**config.mk**
```make
export PLATFORM = sky130hd
export DESIGN_NAME = barometer_compensation
export DESIGN_NICKNAME = d
export VERILOG_FILES = /design/src/rtl/baro_pkg.sv /design/src/rtl/baro_div.sv /design/src/rtl/baro_datapath.sv /design/src/rtl/baro_ctrl.sv /design/src/rtl/barometer_compensation.sv
export SDC_FILE = /design/constraint.sdc
export NUM_CORES = 2
export LEC_CHECK = 0
export BUFFER_PORTS_ARGS = -buffer_cell sky130_fd_sc_hd__buf_2
export CORE_MARGIN = 2
export CORE_UTILIZATION = 50
export DETAILED_ROUTE_END_ITERATION = 16
export GPL_TIMING_DRIVEN = 0
export PLACE_DENSITY = 0.63
export SETUP_SLACK_MARGIN = 0.02
export SLEW_MARGIN = 20
export SYNTH_ARGS = -nofsm -noshare
export SYNTH_HDL_FRONTEND = slang
export SYNTH_SLANG_ARGS = --single-unit
```
**constraint.sdc**
```tcl
create_clock -name clk -period 30.2 [get_ports clk]
set_input_delay 1.51 -clock clk [delete_from_list [all_inputs] [get_ports clk]]
set_output_delay 1.51 -clock clk [all_outputs]
set_load 0.02 [all_outputs]
```
**src/rtl/baro_pkg.sv**
```systemverilog
// shared types and constants for barometer compensation
`default_nettype none
package baro_pkg;

	typedef struct packed {
		logic        operation;
		logic [23:0] raw_sample;
	} in_item_t;

	typedef struct packed {
		logic               kind;
		logic signed [31:0] value;
		logic               divide_error;
	} out_item_t;

	// register indexes
	localparam logic [2:0] REG_AC1_AC2 = 3'd0;
	localparam logic [2:0] REG_AC3_AC4 = 3'd1;
	localparam logic [2:0] REG_AC5_AC6 = 3'd2;
	localparam logic [2:0] REG_B1_B2   = 3'd3;
	localparam logic [2:0] REG_MC_MD   = 3'd4;
	localparam logic [2:0] REG_OSS     = 3'd5;

	localparam logic OP_TEMP  = 1'b0;
	localparam logic OP_PRESS = 1'b1;

	// datapath micro-operations
	typedef enum logic [4:0] {
		DP_T_X1A, DP_T_X1B, DP_T_X1C, DP_T_DEN, DP_T_DIVSET, DP_T_FIN,
		DP_P_B6, DP_P_SQ, DP_P_X1, DP_P_X2, DP_P_B3, DP_P_X1B, DP_P_X2B,
		DP_P_B4, DP_P_B7, DP_P_DIVSET, DP_P_PSET, DP_P_Q1, DP_P_Q2,
		DP_P_Q3, DP_P_FIN, DP_NOP
	} dp_op_t;

	typedef struct packed {
		dp_op_t op;
		logic   load;
	} dp_cmd_t;

	typedef struct packed {
		logic zero_div;
		logic div_busy;
	} dp_stat_t;

	localparam logic [31:0] C_4000  = 32'd4000;
	localparam logic [31:0] C_50000 = 32'd50000;
	localparam logic [31:0] C_3038  = 32'd3038;
	localparam logic [31:0] C_M7357 = 32'hFFFF_E343;
	localparam logic [31:0] C_3791  = 32'd3791;
	localparam logic [31:0] C_32768 = 32'd32768;

endpackage
`default_nettype wire

```
**src/rtl/baro_div.sv**
```systemverilog
// unsigned 32-bit restoring divider, one quotient bit per cycle
`default_nettype none
module baro_div (
	input  wire logic        clk,
	input  wire logic        arst_n,
	input  wire logic        start,
	input  wire logic [31:0] dividend,
	input  wire logic [31:0] divisor,
	output logic             busy,
	output logic [31:0]      quotient
);
	logic [31:0] rem_q;
	logic [31:0] quo_q;
	logic [31:0] dsr_q;
	logic [5:0]  cnt_q;
	logic [32:0] trial;

	assign trial = {rem_q, quo_q[31]} - {1'b0, dsr_q};
	assign quotient = quo_q;

	// shift-subtract iteration
	always_ff @(posedge clk or negedge arst_n) begin
		if (!arst_n) begin
			cnt_q <= '0;
			busy  <= 1'b0;
		end else if (start) begin
			cnt_q <= 6'd32;
			busy  <= 1'b1;
		end else if (busy) begin
			cnt_q <= cnt_q - 6'd1;
			busy  <= (cnt_q != 6'd1);
		end
	end

	always_ff @(posedge clk) begin
		if (start) begin
			rem_q <= '0;
			quo_q <= dividend;
			dsr_q <= divisor;
		end else if (busy) begin
			if (!trial[32]) begin
				rem_q <= trial[31:0];
				quo_q <= {quo_q[30:0], 1'b1};
			end else begin
				rem_q <= {rem_q[30:0], quo_q[31]};
				quo_q <= {quo_q[30:0], 1'b0};
			end
		end
	end
endmodule
`default_nettype wire

```
**src/rtl/baro_datapath.sv**
```systemverilog
// compensation datapath: shared multiplier, divider and work registers
`default_nettype none
module baro_datapath (
	input  wire logic               clk,
	input  wire logic               arst_n,
	input  wire baro_pkg::dp_cmd_t  cmd,
	input  wire baro_pkg::in_item_t in_item,
	input  wire logic [31:0]        ac1_ac2,
	input  wire logic [31:0]        ac3_ac4,
	input  wire logic [31:0]        ac5_ac6,
	input  wire logic [31:0]        b1_b2,
	input  wire logic [31:0]        mc_md,
	input  wire logic [1:0]         oss,
	output baro_pkg::dp_stat_t      stat,
	output logic signed [31:0]      result
);
	logic [31:0] b5_q, a_q, b_q, c_q, sq_q, b6_q, x3_q, b3_q, b4_q, b7_q, p_q, t_q;
	logic        neg_q;
	logic [23:0] raw_q;
	logic [31:0] mul_a, mul_b, prod;
	logic        div_start, div_busy;
	logic [31:0] div_n, div_d, div_qo;
	logic [31:0] ac1, ac2, ac3, ac4, ac5, ac6, b1, b2, mc, md;
	logic [31:0] up, qs;

	assign ac1 = {{16{ac1_ac2[31]}}, ac1_ac2[31:16]};
	assign ac2 = {{16{ac1_ac2[15]}}, ac1_ac2[15:0]};
	assign ac3 = {{16{ac3_ac4[31]}}, ac3_ac4[31:16]};
	assign ac4 = {16'd0, ac3_ac4[15:0]};
	assign ac5 = {16'd0, ac5_ac6[31:16]};
	assign ac6 = {16'd0, ac5_ac6[15:0]};
	assign b1  = {{16{b1_b2[31]}}, b1_b2[31:16]};
	assign b2  = {{16{b1_b2[15]}}, b1_b2[15:0]};
	assign mc  = {{16{mc_md[31]}}, mc_md[31:16]};
	assign md  = {{16{mc_md[15]}}, mc_md[15:0]};
	assign up  = {8'd0, raw_q} >> (4'd8 - {2'd0, oss});
	assign qs  = neg_q ? (32'd0 - div_qo) : div_qo;

	// operand select for the shared 32x32 low-half multiplier
	always_comb begin
		mul_a = a_q;
		mul_b = b_q;
		case (cmd.op)
			baro_pkg::DP_T_X1A: begin mul_a = a_q;  mul_b = ac5; end
			baro_pkg::DP_P_SQ:  begin mul_a = b6_q; mul_b = b6_q; end
			baro_pkg::DP_P_X1:  begin mul_a = b2;   mul_b = sq_q; end
			baro_pkg::DP_P_X2:  begin mul_a = ac2;  mul_b = b6_q; end
			baro_pkg::DP_P_X1B: begin mul_a = ac3;  mul_b = b6_q; end
			baro_pkg::DP_P_X2B: begin mul_a = b1;   mul_b = sq_q; end
			baro_pkg::DP_P_B4:  begin mul_a = ac4;  mul_b = x3_q; end
			baro_pkg::DP_P_B7:
				begin mul_a = up - b3_q; mul_b = baro_pkg::C_50000 >> oss; end
			baro_pkg::DP_P_Q1:  begin mul_a = a_q;  mul_b = a_q; end
			baro_pkg::DP_P_Q2:  begin mul_a = a_q;  mul_b = baro_pkg::C_3038; end
			baro_pkg::DP_P_Q3:  begin mul_a = baro_pkg::C_M7357; mul_b = p_q; end
			default: ;
		endcase
	end
	assign prod = mul_a * mul_b;

	// divider operands
	always_comb begin
		div_start = 1'b0;
		div_n = '0;
		div_d = '0;
		case (cmd.op)
			baro_pkg::DP_T_DIVSET: begin
				div_start = 1'b1;
				div_n = mc[31] ? (32'd0 - (mc << 11)) : (mc << 11);
				div_d = c_q[31] ? (32'd0 - c_q) : c_q;
			end
			baro_pkg::DP_P_DIVSET: begin
				div_start = 1'b1;
				div_n = b7_q[31] ? b7_q : (b7_q << 1);
				div_d = b4_q;
			end
			default: ;
		endcase
	end

	baro_div u_div (
		.clk      (clk),
		.arst_n   (arst_n),
		.start    (div_start),
		.dividend (div_n),
		.divisor  (div_d),
		.busy     (div_busy),
		.quotient (div_qo)
	);

	assign stat.div_busy = div_busy;
	assign stat.zero_div = (cmd.op == baro_pkg::DP_P_DIVSET) ? (b4_q == 32'd0)
	                                                         : (c_q == 32'd0);
	assign result = $signed(t_q);

	// stored b5 survives between items
	always_ff @(posedge clk or negedge arst_n) begin
		if (!arst_n) begin
			b5_q <= '0;
		end else if (cmd.op == baro_pkg::DP_T_FIN) begin
			b5_q <= a_q + qs;
		end
	end

	// work registers stepped by the controller
	always_ff @(posedge clk) begin
		if (cmd.load) begin
			raw_q <= in_item.raw_sample;
			a_q   <= {16'd0, in_item.raw_sample[15:0]} - ac6;
			// result reads zero unless the item completes
			t_q   <= '0;
		end
		case (cmd.op)
			baro_pkg::DP_T_X1A: b_q <= prod;
			baro_pkg::DP_T_X1B: begin
				// truncating divide by 32768
				a_q <= $unsigned($signed(b_q[31] ? b_q + 32'd32767 : b_q) >>> 15);
			end
			baro_pkg::DP_T_DEN: c_q <= a_q + md;
			baro_pkg::DP_T_DIVSET: neg_q <= mc[31] ^ c_q[31];
			baro_pkg::DP_T_FIN: t_q <= $unsigned($signed(a_q + qs + 32'd8) >>> 4);
			baro_pkg::DP_P_B6:  b6_q <= b5_q - baro_pkg::C_4000;
			baro_pkg::DP_P_SQ:  sq_q <= $unsigned($signed(prod) >>> 12);
			baro_pkg::DP_P_X1:  x3_q <= $unsigned($signed(prod) >>> 11);
			baro_pkg::DP_P_X2:  x3_q <= x3_q + $unsigned($signed(prod) >>> 11);
			baro_pkg::DP_P_B3:
				b3_q <= $unsigned($signed((((ac1 << 2) + x3_q) << oss) + 32'd2) >>> 2);
			baro_pkg::DP_P_X1B: a_q <= $unsigned($signed(prod) >>> 13);
			baro_pkg::DP_P_X2B:
				x3_q <= $unsigned($signed(a_q + $unsigned($signed(prod) >>> 16)
				        + 32'd2) >>> 2) + baro_pkg::C_32768;
			baro_pkg::DP_P_B4:  b4_q <= prod >> 15;
			baro_pkg::DP_P_B7:  b7_q <= prod;
			baro_pkg::DP_P_DIVSET: neg_q <= 1'b0;
			baro_pkg::DP_P_PSET: begin
				p_q <= b7_q[31] ? (div_qo << 1) : div_qo;
				a_q <= $unsigned($signed(b7_q[31] ? (div_qo << 1) : div_qo) >>> 8);
			end
			baro_pkg::DP_P_Q1:  a_q <= prod;
			baro_pkg::DP_P_Q2:  a_q <= $unsigned($signed(prod) >>> 16);
			baro_pkg::DP_P_Q3:  b_q <= $unsigned($signed(prod) >>> 16);
			baro_pkg::DP_P_FIN:
				t_q <= p_q + $unsigned($signed(a_q + b_q + baro_pkg::C_3791) >>> 4);
			default: ;
		endcase
	end
endmodule
`default_nettype wire

```
**src/rtl/baro_ctrl.sv**
```systemverilog
// sequencer that steps the datapath through one compensation item
`default_nettype none
module baro_ctrl (
	input  wire logic               clk,
	input  wire logic               arst_n,
	input  wire logic               in_fire,
	input  wire logic               operation,
	input  wire logic               out_fire,
	input  wire baro_pkg::dp_stat_t stat,
	output baro_pkg::dp_cmd_t       cmd,
	output logic                    busy,
	output logic                    out_valid,
	output logic                    out_kind,
	output logic                    out_err
);
	typedef enum logic [1:0] {S_IDLE, S_RUN, S_WAIT, S_DONE} state_t;
	state_t           state_q;
	baro_pkg::dp_op_t step_q;

	assign busy = (state_q != S_IDLE);
	assign cmd.load = in_fire;
	assign cmd.op = (state_q == S_RUN) ? step_q : baro_pkg::DP_NOP;

	// state, step and registered result flags
	always_ff @(posedge clk or negedge arst_n) begin
		if (!arst_n) begin
			state_q   <= S_IDLE;
			step_q    <= baro_pkg::DP_NOP;
			out_valid <= 1'b0;
			out_kind  <= 1'b0;
			out_err   <= 1'b0;
		end else begin
			unique case (state_q)
				S_IDLE: if (in_fire) begin
					state_q  <= S_RUN;
					out_kind <= operation;
					out_err  <= 1'b0;
					step_q   <= (operation == baro_pkg::OP_TEMP) ? baro_pkg::DP_T_X1A
					                                             : baro_pkg::DP_P_B6;
				end
				S_RUN: begin
					unique case (step_q)
						baro_pkg::DP_T_DIVSET, baro_pkg::DP_P_DIVSET: begin
							if (stat.zero_div) begin
								out_err   <= 1'b1;
								state_q   <= S_DONE;
								out_valid <= 1'b1;
							end else begin
								state_q <= S_WAIT;
							end
						end
						baro_pkg::DP_T_FIN, baro_pkg::DP_P_FIN: begin
							state_q   <= S_DONE;
							out_valid <= 1'b1;
						end
						baro_pkg::DP_T_X1A:  step_q <= baro_pkg::DP_T_X1B;
						baro_pkg::DP_T_X1B:  step_q <= baro_pkg::DP_T_DEN;
						baro_pkg::DP_T_DEN:  step_q <= baro_pkg::DP_T_DIVSET;
						baro_pkg::DP_P_B6:   step_q <= baro_pkg::DP_P_SQ;
						baro_pkg::DP_P_SQ:   step_q <= baro_pkg::DP_P_X1;
						baro_pkg::DP_P_X1:   step_q <= baro_pkg::DP_P_X2;
						baro_pkg::DP_P_X2:   step_q <= baro_pkg::DP_P_B3;
						baro_pkg::DP_P_B3:   step_q <= baro_pkg::DP_P_X1B;
						baro_pkg::DP_P_X1B:  step_q <= baro_pkg::DP_P_X2B;
						baro_pkg::DP_P_X2B:  step_q <= baro_pkg::DP_P_B4;
						baro_pkg::DP_P_B4:   step_q <= baro_pkg::DP_P_B7;
						baro_pkg::DP_P_B7:   step_q <= baro_pkg::DP_P_DIVSET;
						baro_pkg::DP_P_PSET: step_q <= baro_pkg::DP_P_Q1;
						baro_pkg::DP_P_Q1:   step_q <= baro_pkg::DP_P_Q2;
						baro_pkg::DP_P_Q2:   step_q <= baro_pkg::DP_P_Q3;
						baro_pkg::DP_P_Q3:   step_q <= baro_pkg::DP_P_FIN;
						default:             state_q <= S_IDLE;
					endcase
				end
				S_WAIT: if (!stat.div_busy) begin
					state_q <= S_RUN;
					step_q  <= (step_q == baro_pkg::DP_T_DIVSET) ? baro_pkg::DP_T_FIN
					                                             : baro_pkg::DP_P_PSET;
				end
				S_DONE: if (out_fire) begin
					state_q   <= S_IDLE;
					out_valid <= 1'b0;
				end
				default: state_q <= S_IDLE;
			endcase
		end
	end
endmodule
`default_nettype wire

```
**src/rtl/barometer_compensation.sv**
```systemverilog
// barometer compensation top level: config registers, controller, datapath
// a result is valid once the controller has stepped through the item, waiting on
// the serial divider, with one shared multiplier step per product; a zero divisor
// ends the item without waiting on the divider
// one item at a time; the next transfer can come the cycle after the result
// transfer
// reset: all config registers and the stored b5 clear to zero
`default_nettype none
module barometer_compensation (
	input  wire logic                clk,
	input  wire logic                arst_n,
	input  wire logic                in_valid,
	output logic                     in_ready,
	input  wire baro_pkg::in_item_t  in_data,
	output logic                     out_valid,
	input  wire logic                out_ready,
	output baro_pkg::out_item_t      out_data,
	input  wire logic                psel,
	input  wire logic                penable,
	input  wire logic                pwrite,
	input  wire logic [4:0]          paddr,
	input  wire logic [31:0]         pwdata,
	output logic [31:0]              prdata,
	output logic                     pready
);
	logic [31:0] ac1_ac2_q, ac3_ac4_q, ac5_ac6_q, b1_b2_q, mc_md_q;
	logic [1:0]  oss_q;
	logic        busy, in_fire, out_fire, kind, err;
	logic [2:0]  reg_idx;
	logic signed [31:0] result;
	baro_pkg::dp_cmd_t  cmd;
	baro_pkg::dp_stat_t stat;

	assign pready   = 1'b1;
	assign reg_idx  = paddr[4:2];
	assign in_ready = !busy;
	assign in_fire  = in_valid && in_ready;
	assign out_fire = out_valid && out_ready;
	assign out_data = '{kind: kind, value: result, divide_error: err};

	// config register writes
	always_ff @(posedge clk or negedge arst_n) begin
		if (!arst_n) begin
			ac1_ac2_q <= '0; ac3_ac4_q <= '0; ac5_ac6_q <= '0;
			b1_b2_q <= '0; mc_md_q <= '0; oss_q <= '0;
		end else if (psel && penable && pwrite) begin
			unique case (reg_idx)
				baro_pkg::REG_AC1_AC2: ac1_ac2_q <= pwdata;
				baro_pkg::REG_AC3_AC4: ac3_ac4_q <= pwdata;
				baro_pkg::REG_AC5_AC6: ac5_ac6_q <= pwdata;
				baro_pkg::REG_B1_B2:   b1_b2_q   <= pwdata;
				baro_pkg::REG_MC_MD:   mc_md_q   <= pwdata;
				baro_pkg::REG_OSS:     oss_q     <= pwdata[1:0];
				default: ;
			endcase
		end
	end

	// register readback
	always_comb begin
		unique case (reg_idx)
			baro_pkg::REG_AC1_AC2: prdata = ac1_ac2_q;
			baro_pkg::REG_AC3_AC4: prdata = ac3_ac4_q;
			baro_pkg::REG_AC5_AC6: prdata = ac5_ac6_q;
			baro_pkg::REG_B1_B2:   prdata = b1_b2_q;
			baro_pkg::REG_MC_MD:   prdata = mc_md_q;
			baro_pkg::REG_OSS:     prdata = {30'd0, oss_q};
			default:               prdata = '0;
		endcase
	end

	baro_ctrl u_ctrl (
		.clk       (clk),
		.arst_n    (arst_n),
		.in_fire   (in_fire),
		.operation (in_data.operation),
		.out_fire  (out_fire),
		.stat      (stat),
		.cmd       (cmd),
		.busy      (busy),
		.out_valid (out_valid),
		.out_kind  (kind),
		.out_err   (err)
	);

	baro_datapath u_dp (
		.clk     (clk),
		.arst_n  (arst_n),
		.cmd     (cmd),
		.in_item (in_data),
		.ac1_ac2 (ac1_ac2_q),
		.ac3_ac4 (ac3_ac4_q),
		.ac5_ac6 (ac5_ac6_q),
		.b1_b2   (b1_b2_q),
		.mc_md   (mc_md_q),
		.oss     (oss_q),
		.stat    (stat),
		.result  (result)
	);

`ifndef ASSERT_OFF
	// an error result always carries value zero
	a_err_zero: assert property (@(posedge clk) disable iff (!arst_n)
		(out_valid && out_data.divide_error) |-> (out_data.value == 0))
		else $error("error result with nonzero value");
	// no new item while a result is pending
	a_no_accept: assert property (@(posedge clk) disable iff (!arst_n)
		out_valid |-> !in_ready)
		else $error("input accepted while result pending");
	// a transferred result clears valid next cycle
	a_drop: assert property (@(posedge clk) disable iff (!arst_n)
		out_fire |=> !out_valid)
		else $error("result repeated");
`endif
endmodule
`default_nettype wire

```
==> results.cfg <==
[sta]
fin_crit_sh = 0.707
fin_tns_setup_ns = 0
tightest_slew_ns = 1.27
grt_setup_unrepaired = no
hold_violations = 0
slew_viol_final = 0
min_period_ns = 21.35
clock_skew_ns = 0.0478
relSlewSlack = 0.156
clock.fmax_ghz = 0.0468
setup_viol = 0

[worst_setup_path]
rr_worst_depth = 70
critical_path_class = register to register
cp_num_buf_inv = 17
worstPathMaxFanout = 12
cp_top_family = compound AO/OA/AOI/OAI gates
cpMaxStageDelayCell = a21oi_1
start_kind = register
critPathMaxStageDelay_ns = 0.91
worstPathArrival_ns = 21.80
r2r_end = u_dp.x3_q[30]
worstReg2RegStart = oss_q[1]
cp.depth = 70
cp_common_cell = inv_1
crit_required_ns = 30.65
rrSetupSlack_ns = 8.85
cp-end-kind = register

[outcome]
outcome = finished, final reports clean

[final_layout]
area_growth_pct = 10.0
nFillCells = 11400
drive_gt1_frac = 0.0960
multiInputGateArea_um2 = 41300
nNetsFinal = 7967
ff_latch_area_um2 = 18200

[grt]
grt_pass1_wl_um = 368000
grt_max_degree = 80
antenna_found_initial = 23
overflow = 0
track_usage = 0.394
grt_pass1_vias = 52800

[floorplanning]
die_w_um = 359
fp-row-count = 130
io_pins = 138
floorplan.initialDensity = 0.503
core_area_um2 = 125000
die_y_um = 359
dieArea_um2 = 129000

[cts]
post-cts-setup-buffers = 0
clock_path_buffers = 3
cts_tree = built
cts_root_buffer = clkbuf_16
holdBufCountCts = 0
cts_resized = 0
cts_sinks = 651
numCtsBuffers = 77
insertion_delay_ns = 0.71
clk_pin_slew_ns = 0.06
h-tree-depth = 3

[min_path]
hold_path.class = register to register
min_to = u_dp.b6_q[3]
hold_depth = 0
min_from = u_dp.b5_q[3]

[yosys]
async_flop_share = 0.324
ys_ff_latch = 651
yosys_warnings = 0
synth_ff_type = edfxtp_1
synth_edf_count = 408
ys_seq_area_frac = 0.288
avgSynthCellArea_um2 = 9.35
ys_types = 95
netlist_area_um2 = 63000
syn-instance-count = 6742

[route]
drcViolationCount = 0
drt_first_pass_iters = 7
wl_per_cell_um = 29.6
drtIter0Drc = 7071
postRouteAntennaNets = 0
wirelength_um = 258000
dr_total_vias = 55300
routed_via_density = 6.34

[flow_run]
maxCapViolations = 0

[placement]
hpwl_um = 210000
gp_congestion = 1.04
port-buffer-count = 133
-- metrics by stage --
| step | instance area (um^2) | hold slack (ns) | worst slack (ns) | std cells | util |
|---|---|---|---|---|---|
| final | 69300 | 0.454 | 8.85 | 8728 | 0.553 |
| after global routing | 69300 | 0.469 | 8.08 | 8714 | 0.553 |
| after CTS | 69300 | 0.451 | 9.04 | 8711 | 0.552 |
| after detailed placement | 66700 | 0.444 | 9.15 | 8567 | 0.532 |
| after global placement | 65800 | 0.434 | 8.31 | 8528 | 0.524 |
| after floorplan | 63000 | 0.425 | 13.23 | 6745 | - |
-- cell families after synthesis --
family	synth area share
and+or+nand+nor	0.143
AOI/OAI and AO/OA	0.149
buffers and inverters	0.0612
adders and majority gates	0.229
DFF	0.288
xor gates and xnor gates	0.0674
muxes	0.0623
other	0.000119
-- worst max-delay path by stage --
stage          startpoint       endpoint  slack (ns)
6_report         oss_q[1]  u_dp.x3_q[30]        8.85
3_5_place_dp     oss_q[1]  u_dp.x3_q[30]        9.15
2_1_floorplan    oss_q[1]  u_dp.x3_q[29]       13.23
3_3_place_gp     oss_q[1]  u_dp.x3_q[30]        8.31
4_1_cts          oss_q[1]  u_dp.x3_q[30]        9.04
5_1_grt          oss_q[1]  u_dp.x3_q[29]        8.08
-- cells in the mapped netlist, drive strengths merged, types with 14 or more instances --
master	number	area (um^2)
a211oi	29	223
dfxtp	32	641
nor2b	74	463
o221ai	42	368
a21oi	309	1550
clkbuf	246	923
or2	69	432
a221oi	36	315
nand2b	124	776
fa	417	8350
o21ai	360	1800
ha	484	6060
inv	718	2700
nor2	555	2080
dfrtp	208	5200
a21boi	27	203
nand2	557	2090
and2	47	294
and3	40	250
nor3	113	566
xor2	174	1540
mux2i	146	1460
nand3b	14	105
o22ai	60	375
nor4	34	213
o211ai	38	285
xnor2	288	2520
o2111ai	14	123
nand3	127	636
buf	51	225
or3	65	407
a21o	72	541
a22oi	96	721
o21bai	36	270
a222oi	27	270
o31ai	51	383
mux2	209	2350
nand4	39	259
o21a	45	338
edfxtp	408	12300
a31oi	40	284
or4	18	135
-- cell usage in the layout, fill, tap and decap left out, types with 28 or more instances in the layout --
cell       count
a211oi_1      28
a21o_1        72
a21oi_1      307
a221oi_1      36
a22oi_1       96
a31oi_1       34
and2_1        47
and3_1        40
buf_1         31
buf_2        149
clkbuf_1     259
clkbuf_16     78
dfrtp_1      208
dfxtp_1       32
edfxtp_1     408
fa_1         417
ha_1         484
inv_1        717
mux2_2       209
mux2i_1      146
nand2_1      556
nand2b_1     123
nand3_1      126
nand4_1       38
nor2_1       554
nor2b_1       73
nor3_1       108
nor4_1        31
o211ai_1      38
o21a_1        45
o21ai_0      348
o21bai_1      35
o221ai_1      42
o22ai_1       59
o31ai_1       49
or2_2         69
or3_1         64
xnor2_1      278
xor2_1       165
-- metal layers --
metal  GRT usage  wire, um
met5     0.00296       187
met3       0.115     32900
met4       0.198     15300
met1       0.529    101000
met2       0.581    108000
-- layout make-up --
class | instances | area share
diodes | 16 | 0.000578
inverters | 721 | 0.0391
well taps | 1650 | 0.0298
repair buffers | 173 | 0.0182
multi-input cells | 5076 | 0.596
flip-flops and latches | 651 | 0.262
plain buffers | 297 | 0.0167
clock inverters | 47 | 0.00756
clock buffers | 97 | 0.0296
Power is not shown: default switching activity piles up to over one toggle a cycle in this logic, so the estimate is an artifact.
